## src/sv/avr_pkg.sv

```systemverilog
package avr_pkg;

    localparam int MODE_W   = 2;
    localparam int CONT_W   = 3;
    localparam int VOLT_W   = 24;
    localparam int ITER_W   = 10;
    localparam int STEP_W   = 23;
    localparam int CNTU_W   = 4;
    localparam int CFG_A_W  = 2;
    localparam int CFG_D_W  = 23;
    localparam int S_DATA_W = 40;
    localparam int M_DATA_W = 56;
    localparam int PROD_W   = 40;

    localparam logic [MODE_W-1:0] MODE_TICK        = 2'd0;
    localparam logic [MODE_W-1:0] MODE_SET_WANTED  = 2'd1;
    localparam logic [MODE_W-1:0] MODE_SET_PRESENT = 2'd2;

    localparam logic [CFG_A_W-1:0] CFG_CONTACTS   = 2'd0;
    localparam logic [CFG_A_W-1:0] CFG_FAST_BELOW = 2'd1;
    localparam logic [CFG_A_W-1:0] CFG_SLOW_ABOVE = 2'd2;
    localparam logic [CFG_A_W-1:0] CFG_MIN_STEP   = 2'd3;

    localparam logic [STEP_W-1:0] STEP_MAX   = 23'h7FFFFF;
    localparam logic [STEP_W-1:0] STEP_RESET = 23'd6554;
    localparam logic [16:0]       GROW_Q16   = 17'd65864;
    localparam logic [16:0]       SHRINK_Q16 = 17'd65470;
    localparam logic [PROD_W:0]   ROUND_HALF = 41'd32768;

    typedef enum logic [3:0] {
        S_IDLE,
        S_CHECK,
        S_GROW_MUL,
        S_GROW_RND,
        S_SHRINK_MUL,
        S_SHRINK_RND,
        S_FLOOR,
        S_MOVE,
        S_EMIT
    } avr_state_t;

    typedef struct packed {
        logic accept;
        logic idx_clr;
        logic idx_inc;
        logic mul_en;
        logic mul_shrink;
        logic rnd_en;
        logic rnd_sat;
        logic floor_en;
        logic move_en;
        logic load_out;
    } avr_cmd_t;

    typedef struct packed {
        logic in_tick;
        logic idx_end;
        logic off_target;
        logic grow_en;
        logic shrink_en;
        logic out_free;
    } avr_sts_t;

endpackage

```

## src/sv/adaptive_voltage_ramp.sv

```systemverilog
// Channel  Ports      Beat fields (lowest bit up)
// -------  ---------  ----------------------------------------------------------
// input    s_t*       tuser: mode; tdata: contact, value, iterations
// result   m_t*       tdata: contact_index, voltage_now, reached, any_changed,
//                     step_now; tlast: last
// config   cfg_*      cfg_addr selects contacts_in_use, fast_below, slow_above,
//                     min_step
//
// A set beat is taken in the idle state. A tick walks the contacts in use:
// one on target is only stepped past; one off target has its step adapted
// (grow and/or shrink, their products made in one shared multiplier and then
// rounded, then the floor) and moves. The N result beats are then handed out.
// Reset (aresetn low, synchronous) zeroes all voltages and restores the step
// and the registers. A stalled result beat holds the walk in its emit phase;
// no input is taken until the last result beat has been loaded.
module adaptive_voltage_ramp
    import avr_pkg::*;
#(
    parameter int MAX_CONTACTS = 8
) (
    input  logic                aclk,
    input  logic                aresetn,
    input  logic                s_tvalid,
    output logic                s_tready,
    input  logic [S_DATA_W-1:0] s_tdata,   // contact, value, iterations
    input  logic [MODE_W-1:0]   s_tuser,   // mode
    output logic                m_tvalid,
    input  logic                m_tready,
    output logic [M_DATA_W-1:0] m_tdata,   // contact_index, voltage_now, reached,
                                           // any_changed, step_now
    output logic                m_tlast,
    input  logic                cfg_we,
    input  logic [CFG_A_W-1:0]  cfg_addr,
    input  logic [CFG_D_W-1:0]  cfg_wdata
);

    avr_cmd_t cmd;
    avr_sts_t sts;

    avr_control u_control (
        .aclk     (aclk),
        .aresetn  (aresetn),
        .s_tvalid (s_tvalid),
        .s_tready (s_tready),
        .sts      (sts),
        .cmd      (cmd)
    );

    avr_datapath #(
        .MAX_CONTACTS (MAX_CONTACTS)
    ) u_datapath (
        .aclk      (aclk),
        .aresetn   (aresetn),
        .s_tuser   (s_tuser),
        .s_tdata   (s_tdata),
        .cfg_we    (cfg_we),
        .cfg_addr  (cfg_addr),
        .cfg_wdata (cfg_wdata),
        .cmd       (cmd),
        .sts       (sts),
        .m_tvalid  (m_tvalid),
        .m_tready  (m_tready),
        .m_tdata   (m_tdata),
        .m_tlast   (m_tlast)
    );

endmodule

```

## src/sv/avr_datapath.sv

```systemverilog
module avr_datapath
    import avr_pkg::*;
#(
    parameter int MAX_CONTACTS = 8
) (
    input  logic                  aclk,
    input  logic                  aresetn,
    input  logic [MODE_W-1:0]     s_tuser,
    input  logic [S_DATA_W-1:0]   s_tdata,
    input  logic                  cfg_we,
    input  logic [CFG_A_W-1:0]    cfg_addr,
    input  logic [CFG_D_W-1:0]    cfg_wdata,
    input  avr_cmd_t              cmd,
    output avr_sts_t              sts,
    output logic                  m_tvalid,
    input  logic                  m_tready,
    output logic [M_DATA_W-1:0]   m_tdata,
    output logic                  m_tlast
);

    localparam int CNT_W = $clog2(MAX_CONTACTS + 1);
    localparam int IDX_W = (MAX_CONTACTS > 1) ? $clog2(MAX_CONTACTS) : 1;

    logic signed [VOLT_W-1:0] present_reg [MAX_CONTACTS];
    logic signed [VOLT_W-1:0] wanted_reg  [MAX_CONTACTS];
    logic [STEP_W-1:0]        step_reg;
    logic [CNTU_W-1:0]        cnt_cfg_reg;
    logic [ITER_W-1:0]        fast_reg;
    logic [ITER_W-1:0]        slow_reg;
    logic [STEP_W-1:0]        min_step_reg;
    logic [ITER_W-1:0]        iter_reg;
    logic [CNT_W-1:0]         idx_reg;
    logic [PROD_W-1:0]        prod_reg;
    logic                     changed_reg;

    logic                     m_valid_reg;
    logic [CONT_W-1:0]        o_cidx_reg;
    logic [VOLT_W-1:0]        o_volt_reg;
    logic                     o_reached_reg;
    logic                     o_changed_reg;
    logic [STEP_W-1:0]        o_step_reg;
    logic                     o_last_reg;

    logic [MODE_W-1:0]        in_mode;
    logic [CONT_W-1:0]        in_contact;
    logic [VOLT_W-1:0]        in_value;
    logic [ITER_W-1:0]        in_iter;
    logic [IDX_W-1:0]         rd_idx;
    logic [IDX_W-1:0]         wr_idx;
    logic                     wr_ok;
    logic [CNT_W-1:0]         n_eff;
    logic signed [VOLT_W-1:0] p_cur;
    logic signed [VOLT_W-1:0] w_cur;
    logic signed [VOLT_W+1:0] p_ext;
    logic signed [VOLT_W+1:0] w_ext;
    logic signed [VOLT_W+1:0] sum_up;
    logic signed [VOLT_W+1:0] sum_dn;
    logic signed [VOLT_W-1:0] p_next;
    logic [PROD_W:0]          rnd_full;
    logic [STEP_W+1:0]        rnd_val;
    logic [STEP_W-1:0]        rnd_step;
    logic [16:0]              mul_k;

    assign in_mode    = s_tuser;
    assign in_contact = s_tdata[2:0];
    assign in_value   = s_tdata[26:3];
    assign in_iter    = s_tdata[36:27];

    assign rd_idx = idx_reg[IDX_W-1:0];
    assign wr_idx = IDX_W'(in_contact);
    assign wr_ok  = int'(in_contact) < MAX_CONTACTS;

    always_comb begin
        if (int'(cnt_cfg_reg) > MAX_CONTACTS) begin
            n_eff = CNT_W'(MAX_CONTACTS);
        end else begin
            n_eff = CNT_W'(cnt_cfg_reg);
        end
    end

    assign p_cur  = present_reg[rd_idx];
    assign w_cur  = wanted_reg[rd_idx];
    assign p_ext  = {{2{p_cur[VOLT_W-1]}}, p_cur};
    assign w_ext  = {{2{w_cur[VOLT_W-1]}}, w_cur};
    assign sum_up = p_ext + $signed({3'b000, step_reg});
    assign sum_dn = p_ext - $signed({3'b000, step_reg});

    // Move one step toward the target and stop exactly on it.
    always_comb begin
        if (w_cur > p_cur) begin
            p_next = (sum_up >= w_ext) ? w_cur : sum_up[VOLT_W-1:0];
        end else begin
            p_next = (sum_dn <= w_ext) ? w_cur : sum_dn[VOLT_W-1:0];
        end
    end

    assign mul_k    = cmd.mul_shrink ? SHRINK_Q16 : GROW_Q16;
    assign rnd_full = {1'b0, prod_reg} + ROUND_HALF;
    assign rnd_val  = rnd_full[PROD_W:16];

    always_comb begin
        if (cmd.rnd_sat && (rnd_val > {2'b00, STEP_MAX})) begin
            rnd_step = STEP_MAX;
        end else begin
            rnd_step = rnd_val[STEP_W-1:0];
        end
    end

    always_ff @(posedge aclk) begin
        if (!aresetn) begin
            for (int i = 0; i < MAX_CONTACTS; i++) begin
                present_reg[i] <= '0;
                wanted_reg[i]  <= '0;
            end
        end else if (cmd.accept && wr_ok && (in_mode == MODE_SET_WANTED)) begin
            wanted_reg[wr_idx] <= in_value;
        end else if (cmd.accept && wr_ok && (in_mode == MODE_SET_PRESENT)) begin
            present_reg[wr_idx] <= in_value;
        end else if (cmd.move_en) begin
            present_reg[rd_idx] <= p_next;
        end
    end

    always_ff @(posedge aclk) begin
        if (!aresetn) begin
            cnt_cfg_reg  <= CNTU_W'(2);
            fast_reg     <= ITER_W'(16);
            slow_reg     <= ITER_W'(18);
            min_step_reg <= STEP_RESET;
        end else if (cfg_we) begin
            case (cfg_addr)
                CFG_CONTACTS:   cnt_cfg_reg  <= cfg_wdata[CNTU_W-1:0];
                CFG_FAST_BELOW: fast_reg     <= cfg_wdata[ITER_W-1:0];
                CFG_SLOW_ABOVE: slow_reg     <= cfg_wdata[ITER_W-1:0];
                CFG_MIN_STEP:   min_step_reg <= cfg_wdata[STEP_W-1:0];
                default: ;
            endcase
        end
    end

    always_ff @(posedge aclk) begin
        if (!aresetn) begin
            step_reg    <= STEP_RESET;
            idx_reg     <= '0;
            changed_reg <= 1'b0;
        end else begin
            if (cmd.rnd_en) begin
                step_reg <= rnd_step;
            end else if (cmd.floor_en && (step_reg < min_step_reg)) begin
                step_reg <= min_step_reg;
            end
            if (cmd.idx_clr) begin
                idx_reg <= '0;
            end else if (cmd.idx_inc) begin
                idx_reg <= idx_reg + CNT_W'(1);
            end
            if (cmd.accept && sts.in_tick) begin
                changed_reg <= 1'b0;
            end else if (cmd.move_en) begin
                changed_reg <= 1'b1;
            end
        end
    end

    always_ff @(posedge aclk) begin
        if (cmd.accept && sts.in_tick) begin
            iter_reg <= in_iter;
        end
        if (cmd.mul_en) begin
            prod_reg <= {{(PROD_W-STEP_W){1'b0}}, step_reg} * {{(PROD_W-17){1'b0}}, mul_k};
        end
    end

    always_ff @(posedge aclk) begin
        if (!aresetn) begin
            m_valid_reg <= 1'b0;
        end else if (cmd.load_out) begin
            m_valid_reg <= 1'b1;
        end else if (m_tready) begin
            m_valid_reg <= 1'b0;
        end
    end

    always_ff @(posedge aclk) begin
        if (cmd.load_out) begin
            o_cidx_reg    <= CONT_W'(idx_reg);
            o_volt_reg    <= p_cur;
            o_reached_reg <= (p_cur == w_cur);
            o_changed_reg <= changed_reg;
            o_step_reg    <= step_reg;
            o_last_reg    <= ((idx_reg + CNT_W'(1)) == n_eff);
        end
    end

    assign sts.in_tick    = (in_mode == MODE_TICK);
    assign sts.idx_end    = (idx_reg >= n_eff);
    assign sts.off_target = (p_cur != w_cur);
    assign sts.grow_en    = (iter_reg < fast_reg);
    assign sts.shrink_en  = (iter_reg > slow_reg);
    assign sts.out_free   = !m_valid_reg || m_tready;

    assign m_tvalid = m_valid_reg;
    assign m_tlast  = o_last_reg;
    assign m_tdata  = {4'b0000, o_step_reg, o_changed_reg, o_reached_reg,
                       o_volt_reg, o_cidx_reg};

    // The walk counter never runs beyond one past the last store entry.
    a_idx_range: assert property (@(posedge aclk) disable iff (!aresetn)
        int'(idx_reg) <= MAX_CONTACTS)
        else $error("walk index beyond contact store");

endmodule

```

## src/sv/avr_control.sv

```systemverilog
module avr_control
    import avr_pkg::*;
(
    input  logic     aclk,
    input  logic     aresetn,
    input  logic     s_tvalid,
    output logic     s_tready,
    input  avr_sts_t sts,
    output avr_cmd_t cmd
);

    avr_state_t state_reg;
    avr_state_t state_next;

    always_ff @(posedge aclk) begin
        if (!aresetn) begin
            state_reg <= S_IDLE;
        end else begin
            state_reg <= state_next;
        end
    end

    always_comb begin
        state_next = state_reg;
        cmd        = '0;
        s_tready   = 1'b0;
        case (state_reg)
            S_IDLE: begin
                s_tready = 1'b1;
                if (s_tvalid) begin
                    cmd.accept = 1'b1;
                    if (sts.in_tick) begin
                        cmd.idx_clr = 1'b1;
                        state_next  = S_CHECK;
                    end
                end
            end
            S_CHECK: begin
                if (sts.idx_end) begin
                    cmd.idx_clr = 1'b1;
                    state_next  = S_EMIT;
                end else if (!sts.off_target) begin
                    cmd.idx_inc = 1'b1;
                end else if (sts.grow_en) begin
                    state_next = S_GROW_MUL;
                end else if (sts.shrink_en) begin
                    state_next = S_SHRINK_MUL;
                end else begin
                    state_next = S_FLOOR;
                end
            end
            S_GROW_MUL: begin
                cmd.mul_en = 1'b1;
                state_next = S_GROW_RND;
            end
            S_GROW_RND: begin
                cmd.rnd_en  = 1'b1;
                cmd.rnd_sat = 1'b1;
                state_next  = sts.shrink_en ? S_SHRINK_MUL : S_FLOOR;
            end
            S_SHRINK_MUL: begin
                cmd.mul_en     = 1'b1;
                cmd.mul_shrink = 1'b1;
                state_next     = S_SHRINK_RND;
            end
            S_SHRINK_RND: begin
                cmd.rnd_en = 1'b1;
                state_next = S_FLOOR;
            end
            S_FLOOR: begin
                cmd.floor_en = 1'b1;
                state_next   = S_MOVE;
            end
            S_MOVE: begin
                cmd.move_en = 1'b1;
                cmd.idx_inc = 1'b1;
                state_next  = S_CHECK;
            end
            S_EMIT: begin
                if (sts.idx_end) begin
                    state_next = S_IDLE;
                end else if (sts.out_free) begin
                    cmd.load_out = 1'b1;
                    cmd.idx_inc  = 1'b1;
                end
            end
            default: begin
                state_next = S_IDLE;
            end
        endcase
    end

    // A result beat is never written over one that is still waiting.
    a_no_overwrite: assert property (@(posedge aclk) disable iff (!aresetn)
        cmd.load_out |-> sts.out_free)
        else $error("result register overwritten");

    a_ready_idle: assert property (@(posedge aclk) disable iff (!aresetn)
        s_tready |-> (state_reg == S_IDLE))
        else $error("input taken while busy");

    a_tick_start: assert property (@(posedge aclk) disable iff (!aresetn)
        (cmd.accept && sts.in_tick) |=> (state_reg == S_CHECK))
        else $error("tick did not start the walk");

    a_move_after_floor: assert property (@(posedge aclk) disable iff (!aresetn)
        cmd.move_en |-> $past(cmd.floor_en))
        else $error("move without step floor");

endmodule

```

## config.mk

```make
export PLATFORM = sky130hd
export DESIGN_NAME = adaptive_voltage_ramp
export DESIGN_NICKNAME = d
export VERILOG_FILES = /design/src/sv/avr_pkg.sv /design/src/sv/adaptive_voltage_ramp.sv /design/src/sv/avr_datapath.sv /design/src/sv/avr_control.sv
export SDC_FILE = /design/constraint.sdc
export NUM_CORES = 2
export LEC_CHECK = 0
export ABC_AREA = 1
export BUFFER_PORTS_ARGS = -buffer_cell sky130_fd_sc_hd__buf_4
export CORE_UTILIZATION = 45
export DETAILED_ROUTE_END_ITERATION = 8
export PLACE_DENSITY_LB_ADDON = 0.12
export SETUP_SLACK_MARGIN = 0.4
export SYNTH_ARGS = -nofsm -noshare
export SYNTH_HDL_FRONTEND = slang
export SYNTH_SLANG_ARGS = --single-unit
```

## constraint.sdc

```tcl
create_clock -name aclk -period 7.6 [get_ports aclk]
set_input_delay 0.76 -clock aclk [delete_from_list [all_inputs] [get_ports aclk]]
set_output_delay 0.76 -clock aclk [all_outputs]
set_load 0.01 [all_outputs]
```

# Word level (Yosys, flattened, before mapping)
# Memories as Yosys holds them, arrays and structs flattened. A register that Yosys moved wholly into a read port is not among the register bits.
# Index checks and enable logic that the tools add are counted.
# Widths: inputs -> output; s select.
[totals]
output_inout_bits = 59
register_bits = 183
n_memories = 2
elab_cells = 140
ramBits = 384
[memory_table]
columns = ["memory", "words", "width", "rd", "rd_ports_with_merged_regs", "write_ports", "line_no", "source"]
rows = [
  ["u_datapath.present_reg", 8, 24, 1, 1, 8, "avr_datapath.sv:24", "logic signed [VOLT_W-1:0] present_reg [MAX_CONTACTS];"],
  ["u_datapath.wanted_reg", 8, 24, 1, 1, 8, "avr_datapath.sv:25", "logic signed [VOLT_W-1:0] wanted_reg [MAX_CONTACTS];"],
]
[op_classes]
n_eq_ne = 20
n_mul = 1
reduce_logical = 24
magnitude_cmp = 9
n_mux = 62
bitwise_logic = 1
n_addsub = 4
[op_table]
columns = ["cell", "n"]
rows = [
  ["$mux 24", 6],
  ["$reduce_or 24->1", 3],
  ["$mux 23", 3],
  ["$add 40x16->41 const B", 1],
  ["$mul 23x17->40", 1],
  ["$pmux 4 s9", 1],
  ["$mux 1", 33],
  ["$mux 4", 7],
  ["$add 24x24->25", 1],
  ["$ge 25x24->1", 1],
  ["$gt 25x23->1 const B", 1],
  ["$le 25x24->1", 1],
  ["$sub 24x24->25", 1],
  ["$eq 24x24->1", 1],
  ["$gt 24x24->1", 1],
  ["$ne 24x24->1", 1],
  ["$lt 23x23->1", 1],
  ["$mux 3", 7],
  ["$mux 17", 1],
  ["$eq 4x3->1 const B", 4],
  ["$gt 10x10->1", 1],
  ["$lt 10x10->1", 1],
  ["$eq 4x2->1 const B", 2],
  ["$reduce_and 2->1", 4],
  ["23 further kinds", 37],
]

# Longest topological paths before layout
[depth]
ltp_word = 12
mapped_depth = 41
mapped_depth_nobuf = 34

# Cells and area by module
# From an unflattened synthesis, not the netlist that was laid out.
[unflattened]
cells_unflattened = 5064
hier_area_um2 = 41905.2
[by_module_without_submodules]
columns = ["mod", "cells_each", "area_per_inst_um2", "seq_area_each_um2", "instances"]
rows = [
  ["avr_datapath", 5004, 41524.8, 15755.1, 1],
  ["avr_control", 60, 380.4, 80.1, 1],
]

# Worst setup path after synthesis
# No wires, ideal clock.
[synth_path]
path_type = "register to register"
startpoint = "register u_control.state_reg[0]"
endpoint = "register u_datapath.prod_reg[26], data pin"
arrival_time_ns = 6.483
slack_ns = 0.852
stages_incl_launch_ff = 28
required_ns = 7.335
setup_time_ns = 0.265
n_path_buf = 2
path_cell_list = "dfxtp_1 > nor2_1 > inv_2 > nor2_4 > inv_2 > buf_2 > clkbuf_1 > nor2_1 > inv_1 > fa_1 > fa_1 > fa_1 > inv_1 > fa_1 > fa_1 > inv_1 > fa_1 > inv_1 > ha_1 > nand2_1 > nor2_1 > inv_1 > nor2_1 > inv_1 > nor4_1 > a21oi_1 > o21ai_0 > xor2_1"
[synth_between]
elab_chain_len = 4
[synth_rtl]
columns = ["element", "line_no", "source"]
rows = [
  ["start, declared", "avr_control.sv:12", "avr_state_t state_reg;"],
  ["start signal, assigned", "avr_control.sv:19", "state_reg <= state_next;"],
  ["$eq 4x3->1", "avr_control.sv:27", "case (state_reg)"],
  ["$mux 1", "avr_control.sv:27", ""],
  ["$mux 17", "avr_datapath.sv:97", "assign mul_k = cmd.mul_shrink ? SHRINK_Q16 : GROW_Q16;"],
  ["$mul 23x17->40", "avr_datapath.sv:170", "prod_reg <= {{(PROD_W-STEP_W){1'b0}}, step_reg} * {{(PROD_W-17){1'b0}}, mul_k};"],
  ["end signal, assigned", "avr_datapath.sv:170", ""],
  ["end, declared", "avr_datapath.sv:33", "logic [PROD_W-1:0] prod_reg;"],
]
# No other way between the ends.
# A chain may end at the register's enable or synchronous reset.

# Final worst setup path
[layout_path]
startpoint = "register u_control.state_reg[0]"
endpoint = "register u_datapath.prod_reg[30], data pin"
# The elaborated chain is that of the path after synthesis.

==> impl_metrics.yaml <==
placement:
  io_buffer_count: 123
  globalplace.congestion: 1.01
  placed_instance_area_sq_mm: 0.0440
  placedCellCount: 6190
  hpwl_detailed_microns: 100000
  setup_slack_placement_ns: 0.537
timing:
  maxSlewViolCount: 0
  max_clock_freq_mhz: 145
  final.period_utilization: 0.906
  unrepaired_setup_endpoints_after_global_routing: "no"
  fin_setup_tns_ns: 0
  timing_hold_violations_final: 0
  finalSetupViolations: 0
  worst_pin_slew_ns: 1.22
  slew-limit-headroom: 0.185
  worst_clock_skew_ns: 0.0289
  setup_ws_ns: 0.712
  final.min_clock_period_ns: 6.89
critical_path:
  worst_path_fanout_max: 15
  cp_slowest_stage_delay_ns: 0.57
  critical_path_arrival_ns: 7.26
  type_of_the_worst_setup_path: "reg -> reg"
  cp_max_delay_cell: "sky130_fd_sc_hd__fa_1"
  worstSetupStartpointType: "flop"
  crit_required_ns: 7.97
  critPathCaptureType: "flop"
power:
  p_leak_nw: 21.9
  clock_power_share: 0.372
  switching_power_mw: 2.58
  worst_ir_drop_vdd_uv: 139
  power_report.internal_total_mw: 5.63
  power_frac_seq: 0.420
  p_comb_frac: 0.208
  fin_total_pwr_mw: 8.21
  p_per_area_mw_per_mm2: 178
  switching_share: 0.314
synthesis:
  syn_inst: 4965
  ys_ff_latch: 555
  synth_edf_count: 472
  post-synth-top-area-cell: "sky130_fd_sc_hd__edfxtp_1"
  dominantRegCellSynth: "sky130_fd_sc_hd__edfxtp_1"
  synth.cell_area_sq_mm: 0.0415
  yosysSeqAreaShare: 0.381
  synth.top_cell.area_share: 0.341
  synth_async_sr_flop_share: 0
  area_contributors_post_synth: "sky130_fd_sc_hd__edfxtp_1, sky130_fd_sc_hd__fa_1, sky130_fd_sc_hd__ha_1, sky130_fd_sc_hd__nand2_1, sky130_fd_sc_hd__nor2_1"
  synth_warnings: 0
  post_synth_num_cell_types: 46
  avgSynthCellArea_sq_um: 8.36
cells_and_area:
  finish.cell_count_without_fillers: 6309
  commonest_non_fill_non_tap_cell_in_the_layout: "sky130_fd_sc_hd__nand2_1"
  nFillCells: 8823
  final_cell_area_sq_mm: 0.0461
  layout.cells.most_common_list: "sky130_fd_sc_hd__nand2_1, sky130_fd_sc_hd__nor2_1, sky130_fd_sc_hd__inv_1"
  post_route_cells_drive_above_1_share: 0.0822
  num-nets-final: 5714
  layout-area-overhead-vs-synth_pct: 10.9
floorplanning:
  floorplan.core_area_sq_mm: 0.0915
  floorplan.die_area_sq_mm: 0.0935
  fp-row-count: 111
  chipHeight_microns: 306
  pin_count: 131
  initial_util: 0.454
  dieWidth_microns: 306
grt:
  via_count_of_the_first_global_routing_pass: 33000
  global_route.overflow_total: 0
  grt_use_total: 0.294
  grt_max_degree: 106
  grt_antenna_before_repair: 0
  grt_pass1_wl_microns: 206000
clock_network:
  clk_latency_ns: 0.64
  ctsHtreeMaxLevel: 3
  numCtsBuffers: 67
  clock_tree_from_tritoncts: "done"
  cts.path.max_buffers: 3
  cts_root_buffer: "sky130_fd_sc_hd__clkbuf_16"
  post-cts-setup-buffer-count: 0
  clock-sinks: 555
  clock_pin_slew_of_the_registers_on_the_worst_case_setup_and_hold_paths_ns: 0.06
route:
  post_drt_wl_per_cell_microns: 21.7
  route.antenna.remaining_nets: 0
  routed-via-count: 34100
  detailedRoute.firstIterationViolations: 3121
  drt_drc_violations_left: 0
  vias_per_cell: 5.40
  detailedRoute.firstPassIterationCount: 6
  total_routed_wirelength_microns: 137000
job:
  cap_viol_max_count: 0
hold_path:
  worst_hold_path_type: "in -> reg"
run_status:
  outcome: "finished clean"
-- path summary, 6_finish.rpt --
kind | startpoint | end | slack (ns) | cells after the start
worst max-delay path | u_control.state_reg[0] | u_datapath.prod_reg[30] | 0.71 | 28
worst min-delay path | s_tdata[33] | u_datapath.iter_reg[6] | 0.30 | 1
worst max register to register | u_control.state_reg[0] | u_datapath.prod_reg[30] | 0.71 | 28
worst min register to register | u_datapath.cnt_cfg_reg[0] | u_datapath.cnt_cfg_reg[0] | 0.45 | 2
-- synth_stat cells, drive strengths merged (3+ instances only) --
master   instances
o221ai           8
o21ai          366
o22ai           90
nor2           822
edfxtp         472
a211oi           5
a21o            11
ha             338
nand3          247
fa             231
clkinv          26
nand3b          11
clkbuf         145
nand2          835
o2111ai          3
a21oi          189
xor2            48
or2             15
o21bai          11
nor3            20
dfxtp           83
xnor2           13
nor4             5
o211ai          12
inv            799
buf             65
a31oi           14
nand4           45
o21a            26
-- metrics by stage --
stage | hold WS, ns | utilization
after floorplan | 0.409 | -
after global routing | 0.270 | 0.503
final | 0.301 | 0.503
after global placement | 0.444 | 0.480
after CTS | 0.264 | 0.503
after detailed placement | 0.451 | 0.480
-- layout make-up --
| cell class | count | area [sq um] | share of cell area |
|---|---|---|---|
| flip-flops and latches | 555 | 15800 | 0.344 |
| multi-input cells | 3381 | 21700 | 0.472 |
| inverters | 825 | 3100 | 0.0674 |
| clock inverters | 28 | 244 | 0.00530 |
| clock buffers | 89 | 1790 | 0.0389 |
| repair buffers | 243 | 1850 | 0.0402 |
| well taps | 1186 | 1480 | 0.0322 |
| diodes | 2 | 5.00 | 0.000109 |
-- power groups by stage --
stage	sequential, mW	clock [mW]	combinational (mW)
global route	3.46	3.21	1.90
finish	3.45	3.05	1.71
CTS	3.45	3.09	1.69
global placement	3.51	0	1.67
floorplan	3.50	0	1.13
detailed placement	3.51	0	1.68
-- kinds of logic (layout without fill, tap and decap cells) --
logic type,Yosys count,after routing,share of synthesized area
AND/OR/NAND/NOR,2005,2005,0.198
buffers and inverters,1035,1185,0.0974
AO/OA/AOI/OAI,739,739,0.0976
adder cells (fa/ha/maj),569,569,0.213
flip-flops,555,555,0.381
XOR/XNOR,61,61,0.0129
other,1,9,0.0000903
-- metal layers --
layer	wire (microns)	track usage	share of wire
met1	56600	0.384	0.41
met2	67100	0.506	0.49
met3	8290	0.0336	0.060
met4	5060	0.100	0.037
met5	0	0	0
-- worst max-delay path: cells and delay by family (launching register included) --
family / cells / cell delay [ns]
XOR/XNOR: 1 / 0.15
adder cells (fa/ha/maj): 7 / 3.23
AND/OR/NAND/NOR: 7 / 1.16
buffers and inverters: 7 / 0.58
AO/OA/AOI/OAI: 6 / 1.14
flip-flops: 1 / 0.35
-- repair_timing --
item / 4_1_cts / 5_1_grt
hold buffers: 0 / 0
hold endpoints to repair: 0 / 0
setup endpoints to repair: 0 / 14
resized for setup: 0 / 16
Note: power is estimated with default switching activity, not from simulation.
